### config.mk
export PLATFORM = sky130hd
export DESIGN_NAME = mclbb_cmd_fifo
export DESIGN_NICKNAME = d
export VERILOG_FILES = /design/src/design/mclbb_pkg.sv /design/src/design/mclbb_cmd_fifo.sv
export SDC_FILE = /design/constraint.sdc
export NUM_CORES = 1
export LEC_CHECK = 0
export BUFFER_PORTS_ARGS = -buffer_cell sky130_fd_sc_hd__buf_2
export CORE_ASPECT_RATIO = 0.6
export CORE_MARGIN = 4
export CORE_UTILIZATION = 52
export DETAILED_ROUTE_END_ITERATION = 6
export HOLD_SLACK_MARGIN = 0.08
export PLACE_DENSITY = 0.81
export SLEW_MARGIN = 20
export SYNTH_ARGS = -nofsm -noshare
export SYNTH_HDL_FRONTEND = slang
export SYNTH_SLANG_ARGS = --single-unit
### constraint.sdc
create_clock -name clk -period 4.8 [get_ports clk]
set_clock_uncertainty 0.15 [all_clocks]
set_input_delay 0.48 -clock clk [delete_from_list [all_inputs] [get_ports clk]]
set_output_delay 0.48 -clock clk [all_outputs]
set_load 0.005 [all_outputs]
### src/design/mclbb_pkg.sv
// ----------------------------------------------------------------------------
// mclbb_pkg
// Shared types and constants of the multi-channel linear byte buffer.
// ----------------------------------------------------------------------------
package mclbb_pkg;

	localparam int MaxBuffers  = 8;
	localparam int BufferBytes = 1024;
	localparam int MaxTransfer = 64;
	localparam int BufW        = 3;
	localparam int PosW        = 10;
	localparam int LvlW        = 11;
	localparam int AddrW       = BufW + PosW;

	localparam logic [3:0] OP_ADD   = 4'd0;
	localparam logic [3:0] OP_CLEAR = 4'd1;
	localparam logic [3:0] OP_COPY  = 4'd2;
	localparam logic [3:0] OP_MOVE  = 4'd3;
	localparam logic [3:0] OP_MOVAT = 4'd4;
	localparam logic [3:0] OP_XFER  = 4'd5;
	localparam logic [3:0] OP_SETF  = 4'd6;
	localparam logic [3:0] OP_RAISE = 4'd7;
	localparam logic [3:0] OP_QUERY = 4'd8;

	localparam logic [1:0] REG_BLOCK = 2'd0;
	localparam logic [1:0] REG_CAP   = 2'd1;
	localparam logic [1:0] REG_COUNT = 2'd2;

	typedef struct packed {
		logic [3:0]  operation;
		logic [7:0]  buffer_index;
		logic [2:0]  dest_index;
		logic [7:0]  data_byte;
		logic [9:0]  start_offset;
		logic [6:0]  transfer_size;
		logic        discard;
		logic [10:0] fill_value;
	} cmd_t;

	typedef struct packed {
		logic [7:0]  byte_out;
		logic        last;
		logic [10:0] granted;
		logic [11:0] overshoot;
		logic [10:0] fill_level;
		logic [10:0] free_space;
	} res_t;

endpackage

### src/design/mclbb_cmd_fifo.sv
// ----------------------------------------------------------------------------
// mclbb_cmd_fifo
// Short command queue between the input side and the execution engine.
// ----------------------------------------------------------------------------
module mclbb_cmd_fifo (
	input  logic            clk,
	input  logic            arst_n,
	input  logic            in_valid,
	output logic            in_ready,
	input  mclbb_pkg::cmd_t in_cmd,
	output logic            out_valid,
	input  logic            out_ready,
	output mclbb_pkg::cmd_t out_cmd
);
	import mclbb_pkg::*;

	cmd_t       mem_q [2];
	logic       wp_q, rp_q;
	logic [1:0] cnt_q;
	logic       push, pop;

	assign in_ready  = (cnt_q != 2'd2);
	assign out_valid = (cnt_q != 2'd0);
	assign out_cmd   = mem_q[rp_q];
	assign push      = in_valid && in_ready;
	assign pop       = out_valid && out_ready;

	always_ff @(posedge clk) begin
		if (push) begin
			mem_q[wp_q] <= in_cmd;
		end
	end

	always_ff @(posedge clk or negedge arst_n) begin
		if (!arst_n) begin
			wp_q  <= 1'b0;
			rp_q  <= 1'b0;
			cnt_q <= 2'd0;
		end else begin
			if (push) wp_q <= ~wp_q;
			if (pop) rp_q <= ~rp_q;
			cnt_q <= cnt_q + {1'b0, push} - {1'b0, pop};
		end
	end
endmodule

==> results of run 1 <==
[what timing repair did]
item,in CTS,in global routing
gates resized for setup,0,0
hold endpoints to repair,4,0
hold buffers,1,0
[worst max-delay path: stages, from the launching register on]
cell                      delay (ps)
sky130_fd_sc_hd__dfrtp_4        1100
sky130_fd_sc_hd__mux2_2          420
sky130_fd_sc_hd__buf_2           130
[flip-flops by register name, indices dropped and copies added, names as in the netlist]
signal	flops
wp_q	1
rp_q	1
mem_q	104
cnt_q	2
[logic make-up after synthesis]
kind of cell | share of synthesized area
muxes | 0.185
adders and majority gates | 0.00602
DFF | 0.775
and+or+nand+nor | 0.00843
buffers and inverters | 0.0171
xor gates and xnor gates | 0.00843
[worst max path at each step]
| stage | from | endpoint | slack, ps | cells past startpoint |
|---|---|---|---|---|
| CTS | rp_q | out_cmd[1] | 2150 | 2 |
| floorplan | cnt_q[1] | mem_q[0][0] | 1390 | 3 |
| finish | rp_q | out_cmd[1] | 2180 | 2 |
| detailed placement | in_valid | mem_q[0][44] | 2490 | 4 |
| global route | rp_q | out_cmd[1] | 2080 | 2 |
| global placement | rp_q | out_cmd[1] | 2530 | 2 |
[power groups by stage]
stage	logic, mW	registers, mW	clock network, mW
2_1_floorplan	0.677	1.36	0
3_3_place_gp	0.841	1.48	0
3_5_place_dp	0.849	1.50	0
4_1_cts	0.854	1.48	0.718
5_1_grt	0.907	1.50	0.762
6_report	0.834	1.47	0.694
[per-stage QoR]
stage,std cells,cell area (um^2),hold WS [ps]
2_1_floorplan,179,4160,34.4
3_3_place_gp,388,4790,142
3_5_place_dp,388,4790,143
4_1_cts,405,5090,161
5_1_grt,405,5090,155
6_report,405,5090,178
[synth_stat cells]
cell type / instances
sky130_fd_sc_hd__dfrtp_1: 4
sky130_fd_sc_hd__inv_1: 1
sky130_fd_sc_hd__or2_1: 1
sky130_fd_sc_hd__ha_1: 2
sky130_fd_sc_hd__nor2_1: 1
sky130_fd_sc_hd__xor2_1: 1
sky130_fd_sc_hd__and2_4: 1
sky130_fd_sc_hd__and3_1: 1
sky130_fd_sc_hd__xnor2_1: 3
sky130_fd_sc_hd__mux2_2: 3
sky130_fd_sc_hd__nand2_1: 1
sky130_fd_sc_hd__edfxtp_1: 104
sky130_fd_sc_hd__mux2_4: 49
sky130_fd_sc_hd__nand2b_1: 1
sky130_fd_sc_hd__buf_6: 6
[layer usage]
layer | part of all wire | up-vias
li1 | - | 935
met1 | 0.38 | 942
met2 | 0.47 | 96
met3 | 0.12 | 14
met4 | 0.017 | 0
met5 | 0 | -
[final cells by class]
type | instances | area (um^2) | share of cell area
multi-input cells | 64 | 873 | 0.172
clock buffers | 12 | 236 | 0.0464
flip-flops and latches | 108 | 3230 | 0.634
inverters | 1 | 3.75 | 0.000737
clock inverters | 4 | 50.0 | 0.00983
well taps | 104 | 130 | 0.0256
repair buffers | 112 | 571 | 0.112
==> impl.org, run 1 <==
** Critical path
- Highest net fanout along the worst path :: 53
- By startpoint and endpoint, the worst setup path is classified as flip-flop to output pin.
- At the worst endpoint, the required time is 4170 ps.
- Setup slack on the worst reg-to-reg path comes out at 2560 ps.
- STA classifies the critical path endpoint as an output pin.
- Type of origin of the critical path :: flip-flop
- The endpoint identified for the worst register-to-register timing path is mem_q[0][49].
- Number of cells on the worst reg-to-reg path :: 4
- Data arrives at the worst endpoint at 1990 ps.
- Reg-to-reg critical path startpoint :: cnt_q[1]

** Placement
- Gp weighted congestion :: 0.774
- Placed wire-length estimate :: 4.58 mm
- IO Port Bufs :: 109
- Worst slack, placed :: 2490 ps

** Detailed routing
- Final routed wire length divided by cell count :: 16.8 um
- The final route contains 1987 vias.
- After detailed routing, the total wire length is 6.81 mm.
- DRT iter0 DRCs :: 147
- Remaining design rule violation count :: 0
- In the routed layout, each cell is associated on average with a via count of 4.91.
- Detailed-routing iteration count for the pre-antenna-repair pass :: 4
- Once detail routing completed, the nets flagged for antenna violations numbered 0.

** Finish
- Once layout is complete, the utilization of the core stands at 0.678.
- Leading cell type in the layout, fill and taps excluded :: sky130_fd_sc_hd__buf_2
- Synth-to-Final Area Change :: 22.4%
- Net count, final :: 354
- Leading cell types in the layout, fill and taps excluded :: 109 x sky130_fd_sc_hd__buf_2, 104 x sky130_fd_sc_hd__edfxtp_1, 49 x sky130_fd_sc_hd__mux2_4, 9 x sky130_fd_sc_hd__clkbuf_16
- Of the cells placed in the final design, the portion with a size suffix greater than 1 is 0.598.
- Fill cells in the final layout number 514.
- Count of inserted antenna diode cells :: 0

** CTS
- The H-tree generated during clock tree synthesis spans 3 levels.
- Number of buffers inserted by post-CTS setup repair :: 0
- Clock-pin slew reported for the worst setup and hold paths after clock tree synthesis :: 60 ps
- The tree is rooted in a sky130_fd_sc_hd__clkbuf_16.
- Largest buffer count on any clock path :: 2
- For this design, the sink count on the clock tree is 108.
- Worst-Skew Late Latency :: 340 ps
- TritonCTS built the clock tree.
- The number of clock buffers added by TritonCTS is 9.

** STA
- Setup repair after global routing missed its margin :: no
- Transition time at the pin with the least slew margin :: 994 ps
- Slew margin rel. :: 0.337
- The number of hold violations in the final report is 0.
- Final critical path time including I/O delays and setup :: 2620 ps
- The final count of pins violating max slew was 0.
- Least setup slack across all paths after layout :: 2180 ps
- Count of endpoints failing setup in the final report :: 0
- For the final routed database, the setup TNS stands at 0 ps.
- Derived from the worst setup path, the maximum achievable clock frequency is 382 MHz.
- Share of the clock period used by the worst path after layout :: 0.546

** Global routing
- Met2 GRT Util :: 0.241
- In the global route stage, met3 resource usage came out at 0.0816.
- Global-route wire length before repair :: 10.8 mm
- Routing layer with the top usage in global route :: met2
- For this run, the total global-route usage over all layers was measured as 0.155.
- Routing usage on met1 :: 0.180
- Entering global routing, the biggest net connects 54 pins.
- The number of global-route vias before repair came to 2198.
- The initial antenna violation count is 0.
- The total overflow left after global routing is 0.

** Floorplan
- Number of ports placed on the die boundary :: 110
- Area inside the core boundary :: 7510 um^2
- The floorplan has 24 rows.
- The die is 123 um wide.
- Floorplan die height :: 77.3 um
- The die covers 9540 um^2.
- For this configuration, the core starts out at a cell density of 0.554.

** Power
- Total power density per cell area :: 589 nW/um^2
- Internal power :: 2.22 mW
- IR analysis of the VDD net gives a maximum drop of 289 uV.
- Overall power consumption after layout is estimated at 3.00 mW.
- Sw Pwr :: 0.784 mW
- Pleak :: 2.05 nW
- Portion of total power attributed to sequential cells :: 0.491
- The share of total power dissipated in the clock network is 0.231.
- Combinational cell fraction of total power :: 0.278
- Of the total power, the share spent switching nets is 0.261.

** Yosys
- Top area cells in the synthesized netlist :: sky130_fd_sc_hd__edfxtp_1 75%, sky130_fd_sc_hd__mux2_4 18%, sky130_fd_sc_hd__dfrtp_1 2.4%
- The share of synthesized area in the top cell type comes to 0.751.
- Combined area of all synthesized cells :: 4160 um^2
- Averaged over all synthesized cells, the footprint is 23.2 um^2.
- Gate Count Post-Synth :: 179
- Netlist cell types :: 15
- Post-synthesis cell type with the largest combined area :: sky130_fd_sc_hd__edfxtp_1
- When the netlist entered floorplanning its net count stood at 237.
- The synthesized design contains 108 register bits.
- The Yosys step of the flow raised 0 warnings.
- Of the synthesized area, sequential elements account for 0.775.

** Worst hold path
- Along the worst hold path, the cell count comes to 1.
- Hold/Removal Path Class :: primary input to flip-flop
- Worst hold start :: in_cmd[38]
- Worst Hold Path EP :: mem_q[0][38]

** Status
- The flow ran to the end, and the final reports show no timing, DRC or antenna violations.

** Job
- Max-cap check violation count :: 0
Power figures use the tool's default switching activity.
==> run 2, diff against run 1 <==
clock period = 2.7 ns   (was 4.8 ns; I/O delays follow)
==> impl.org, run 2 (synthesis results as in run 1) <==
** Finish
- Leading cell type in the layout, fill and taps excluded :: sky130_fd_sc_hd__buf_2
- Net count, final :: 410
- For this run, the share of the core covered by cells in the final layout is 0.752.
- Biggest regs :: mem_q (104), cnt_q (2)
- Reg with most FFs :: mem_q
- Leading cell types in the layout, fill and taps excluded :: 109 x sky130_fd_sc_hd__buf_2, 104 x sky130_fd_sc_hd__edfxtp_1, 54 x sky130_fd_sc_hd__dlygate4sd3_1, 49 x sky130_fd_sc_hd__mux2_4, 9 x sky130_fd_sc_hd__clkbuf_16
- Counting the fill cells in the layout gives 467.
- The register with the most flip-flops in the layout has 104 of them.
- In the final layout, the share of cells above drive strength 1 is 0.508.
- Count of inserted antenna diode cells :: 0
- From synthesis to final layout, the design area changed by 35.7%.

** Floorplan
- In this run the standard cell core region covers 7510 um^2.
- In this run the horizontal extent of the chip is 123 um.
- Full die area :: 9540 um^2
- The floorplan has 24 rows.
- The die is 77.3 um tall.
- For this configuration, the core starts out at a cell density of 0.554.
- Pin placement for this block handled 110 I/O pins.

** Placement
- Detailed placement finished with a half-perimeter wire length of 4.98 mm.
- Worst slack, placed :: 734 ps
- At the end of routability-driven placement, the weighted congestion stood at 0.731.
- Port buffering added 109 buffers.

** Detailed routing
- After detailed routing, the number of remaining DRC violations is 0.
- For this block, the initial DRC count from the detailed router was 169.
- Detailed-routing iteration count for the pre-antenna-repair pass :: 4
- In the routed layout, each cell is associated on average with a via count of 4.77.
- Final routed wirelength across all metal layers :: 7.74 mm
- Summing over every cut layer, the via total after detailed routing is 2193.
- Antenna viol nets, final :: 0
- Final routed wire length divided by cell count :: 16.8 um

** Global routing
- Vias in the first global route :: 2360
- The first global-routing pass estimated 11.9 mm of wire.
- Largest net degree at the start of global routing :: 31
- Summed over all layers, the global routing overflow is 0.
- Overall global routing resource usage :: 0.170
- Initial antenna violation count :: 0

** STA
- Share of the clock period used by the worst path after layout :: 0.854
- Count of endpoints failing setup in the final report :: 0
- The worst pin sits at a relative slew slack of 0.625.
- After layout, the worst setup slack is 395 ps.
- The final count of pins violating max slew was 0.
- Timing would allow up to 434 MHz.
- Setup TNS :: 0 ps
- The number of hold violations in the final report is 0.
- Final critical path time including I/O delays and setup :: 2310 ps
- Hold timing on the final database bottoms out at a slack of 122 ps.
- Setup repair after global routing left no endpoint under its margin.
- Transition time at the pin with the least slew margin :: 563 ps

** Critical path
- Reg-to-reg critical path startpoint :: cnt_q[1]
- Crit path arrival time :: 1890 ps
- R2R Path End :: cnt_q[1]
- R2R Setup Slk :: 880 ps
- The worst setup path is captured at an output pin.
- Type of origin of the critical path :: flip-flop
- Worst Path Required :: 2280 ps
- Number of cells on the worst reg-to-reg path :: 7
- The critical path in this run is classified as flip-flop to output pin.
- Highest net fanout along the worst path :: 30

** CTS
- The later pin in the worst-skew pair is clocked with a latency of 330 ps.
- The clock tree synthesis step divided the H-tree into 3 levels.
- After clock tree synthesis, the clock-pin slew on the worst setup and hold paths is 60 ps.
- CTS placed an instance of sky130_fd_sc_hd__clkbuf_16 at the clock tree root.
- Counting every sink on the clock net gives 108.
- TritonCTS built the clock tree.
- The number of setup buffers added after CTS is 0.
- The clock passes through at most 2 buffers.
- In this run, post-CTS repair resized a total of 0 instances.
- Count of hold buffers inserted by post-cts repair :: 54
- The number of clock buffers added by TritonCTS is 9.

** Power
- Peak VDD IR :: 578 uV
- Pleak :: 2.29 nW
- Total power density per cell area :: 960 nW/um^2
- Post-route total power :: 5.42 mW

** Job
- The tool flagged a number of max-cap violations equal to 0.

** Status
- The flow ran to the end, and the final reports show no timing, DRC or antenna violations.

** Worst hold path
- Hold/Removal Path Class :: primary input to asynchronous set/reset pin
run 2: how the worst max path moves through the flow:
stage	startpoint	endpoint	slack (ps)
CTS	rp_q	out_cmd[31]	360
global route	rp_q	out_cmd[27]	320
global placement	rp_q	out_cmd[2]	750
detailed placement	rp_q	out_cmd[27]	730
floorplan	cnt_q[1]	mem_q[0][0]	160
finish	rp_q	out_cmd[24]	390
run 2: power by group:
part / switching (mW) / total (mW) / internal (mW)
logic: 0.681 / 1.68 / 0.995
clock network: 0.505 / 1.21 / 0.709
registers: 0.229 / 2.53 / 2.30
total: 1.41 / 5.42 / 4.00
run 2: per-stage QoR:
step / std cells / area [um^2]
global placement: 391 / 4830
global route: 460 / 5650
CTS: 460 / 5650
floorplan: 179 / 4160
finish: 460 / 5650
detailed placement: 391 / 4830
run 2: layout make-up:
type                       instances  area (um^2)  share of cell area
timing repair buffer             168         1140               0.201
tap                              104          130              0.0230
sequential                       108         3230               0.572
clock buffer                      12          236              0.0419
multi-input combinational         64          873               0.155
clock inverter                     3         38.8             0.00687
inverter                           1         3.75            0.000665
run 2: worst max-delay path, cell delays in order, from the launching register on:
cell and delay (ps):
sky130_fd_sc_hd__dfrtp_4 790, sky130_fd_sc_hd__buf_12 290, sky130_fd_sc_hd__mux2_4 320, sky130_fd_sc_hd__buf_2 130
run 2: metal layers:
| layer | share of wire | track usage | vias up |
|---|---|---|---|
| met5 | 0 | 0 | - |
| met4 | 0.012 | 0.0597 | 0 |
| met3 | 0.081 | 0.0625 | 9 |
| met2 | 0.49 | 0.283 | 82 |
| met1 | 0.41 | 0.204 | 1056 |
| li1 | - | - | 1046 |
==> run 3, diff against run 2 <==
REMOVE_ABC_BUFFERS = 1   (was not set)
==> impl.org, run 3 (synthesis results as in run 1) <==
** Status
- The flow ran to the end, and the final reports show no timing, DRC or antenna violations.

** Global routing
- Largest net degree at the start of global routing :: 29
- The initial antenna violation count came to 1.
- Overflow left after global routing :: 0
- Global-route wire length before repair :: 12.1 mm
- Vias in the first global route :: 2337
- Across every metal layer, demand over resource in global routing totals 0.173.

** Floorplan
- Area inside the core boundary :: 7510 um^2
- Full die area :: 9540 um^2
- Cell row count :: 24
- Floorplan die height :: 77.3 um
- The die is 123 um wide.
- Number of ports placed on the die boundary :: 110
- For this configuration, the core starts out at a cell density of 0.554.

** Detailed routing
- Before antenna repair, the detailed router went through 4 iterations.
- Once detail routing completed, the nets flagged for antenna violations numbered 0.
- Dividing the detail-routed via count by the number of cells gives 4.80.
- Remaining design rule violation count :: 0
- DRT iter0 DRCs :: 111
- Final routed wirelength across all metal layers :: 7.84 mm
- After detailed routing, the average wire length per cell comes to 17.1 um.
- The routed layout has 2203 vias.

** Finish
- Post-layout util :: 0.756
- The net count of the finished layout is 408.
- The largest registers in the layout are mem_q (104), cnt_q (2).
- Fraction of final layout cells with drive strength greater than 1 :: 0.517
- The library cell used most frequently in the layout, excluding fill and tap cells, is sky130_fd_sc_hd__buf_2.
- Relative to the synthesized area, the layout overhead comes to 36.4%.
- mem_q holds more flip-flops than any other register.
- Summing all non-filler instances in the final layout gives an area of 5670 um^2.
- Leading cell types in the layout, fill and taps excluded :: 109 x sky130_fd_sc_hd__buf_2, 104 x sky130_fd_sc_hd__edfxtp_1, 53 x sky130_fd_sc_hd__dlygate4sd3_1, 49 x sky130_fd_sc_hd__mux2_4, 9 x sky130_fd_sc_hd__clkbuf_16
- After filler insertion, the fill cell instance count of the layout stands at 447.
- Non-filler instance count after layout :: 459
- Max reg flops :: 104

** CTS
- For the worst-skew pair, the clock arrives at the later sink with an insertion delay of 340 ps.
- Clock-pin slew reported for the worst setup and hold paths after clock tree synthesis :: 60 ps
- CTS built an H-tree with a depth of 3.
- The number of clock buffers added by TritonCTS is 9.
- Clock root cell :: sky130_fd_sc_hd__clkbuf_16
- The clock drives 108 sinks.
- In this run the deepest clock path goes through 2 buffers.
- CTS tree :: yes
- Number of buffers inserted by post-CTS setup repair :: 0

** Critical path
- For the worst setup path, the data required time is 2280 ps.
- The worst setup path is launched from a flip-flop.
- Crit path arrival time :: 1870 ps
- Setup slack on the worst reg-to-reg path comes out at 850 ps.
- Highest net fanout along the worst path :: 27
- Reg-to-reg critical path startpoint :: cnt_q[1]
- R2R Path End :: mem_q[1][5]
- STA classifies the critical path endpoint as an output pin.
- Kind of critical path :: flip-flop to output pin
- Counting cells, the worst reg-to-reg path comes to 3.

** Worst hold path
- Cell depth of the worst min-delay path :: 3
- Worst Hold Path EP :: rp_q
- The path class of the tightest hold or removal check is primary input to flip-flop.
- Worst hold start :: out_ready

** Placement
- Routability-driven placement finished with a final weighted congestion of 0.747.
- # placed instances :: 390
- During placement, the flow inserted port buffers numbering 109.
- Before CTS, the worst setup slack after placement is 767 ps.
- After detailed placement, the total cell area comes to 4830 um^2.
- Placed wire-length estimate :: 5.00 mm

** Power
- Of the total power, combinational logic draws 0.306.
- Pleak :: 2.30 nW
- For this design the total switching power over the nets is 1.45 mW.
- Internal power :: 4.10 mW
- Proportion of power drawn by the clock network :: 0.241
- Peak VDD IR :: 678 uV
- Portion of total power attributed to sequential cells :: 0.453
- Fraction of power spent switching nets :: 0.261
- Total power density per cell area :: 979 nW/um^2

** STA
- The number of hold violations in the final report came to 0.
- The final count of pins violating max slew came to 0.
- Setup violations remaining at the end of the flow were counted as 0.
- Final critical path time including I/O delays and setup :: 2290 ps
- Setup repair after global routing missed its margin :: no
- Slew margin rel. :: 0.591
- Transition time at the pin with the least slew margin :: 614 ps
- Setup TNS :: 0 ps
- Maximum operating frequency :: 437 MHz
- In the post-route analysis, the smallest setup slack over all paths is 413 ps.
- Share of the clock period used by the worst path after layout :: 0.847

** Job
- The tool flagged a number of max-cap violations equal to 0.
==> run 3: how the worst max path moves through the flow <==
stage / depth (start not counted) / end / start / slack, ps
after floorplan: 3 / mem_q[0][0] / cnt_q[1] / -710
after global placement: 3 / out_cmd[3] / rp_q / 780
after detailed placement: 3 / out_cmd[46] / rp_q / 770
after CTS: 3 / out_cmd[4] / rp_q / 390
after global routing: 3 / out_cmd[46] / rp_q / 320
final: 3 / out_cmd[46] / rp_q / 410
==> run 3: per-layer routing <==
layer  GRT usage  vias up  share of wire
li1            -     1044              -
met4      0.0663        0          0.017
met3      0.0662       12          0.093
met1       0.219     1050           0.42
met5           0        -              0
met2       0.271       97           0.47
==> run 3: what timing repair did <==
item	CTS	global route
resized for setup	0	0
endpoints found under the hold margin	108	0
hold buffers	53	0
==> run 3: worst max-delay path: stages, from the launching register on <==
cell and delay (ps):
sky130_fd_sc_hd__dfrtp_4 750, sky130_fd_sc_hd__buf_12 290, sky130_fd_sc_hd__mux2_4 330, sky130_fd_sc_hd__buf_2 130
==> run 3: through the flow <==
step | hold slack, ps | power (mW)
floorplan | -176 | 3.61
global placement | -69.4 | 4.17
detailed placement | -62.1 | 4.21
CTS | 86.1 | 5.61
global route | 101 | 5.84
finish | 103 | 5.55
==> run 3: layout make-up <==
type | instances | area (um^2) | share of cell area
clock inverters | 5 | 77.6 | 0.0137
clock buffers | 10 | 229 | 0.0404
repair buffers | 166 | 1130 | 0.199
inverters | 1 | 3.75 | 0.000662
multi-input cells | 64 | 873 | 0.154
diodes | 1 | 2.50 | 0.000441
well taps | 104 | 130 | 0.0229
flip-flops and latches | 108 | 3230 | 0.569
==> run 3: power groups by stage <==
stage | registers [mW] | logic (mW) | clock network [mW]
CTS | 2.52 | 1.72 | 1.37
global route | 2.56 | 1.83 | 1.44
floorplan | 2.58 | 1.03 | 0
finish | 2.52 | 1.70 | 1.34
detailed placement | 2.56 | 1.65 | 0
global placement | 2.54 | 1.64 | 0
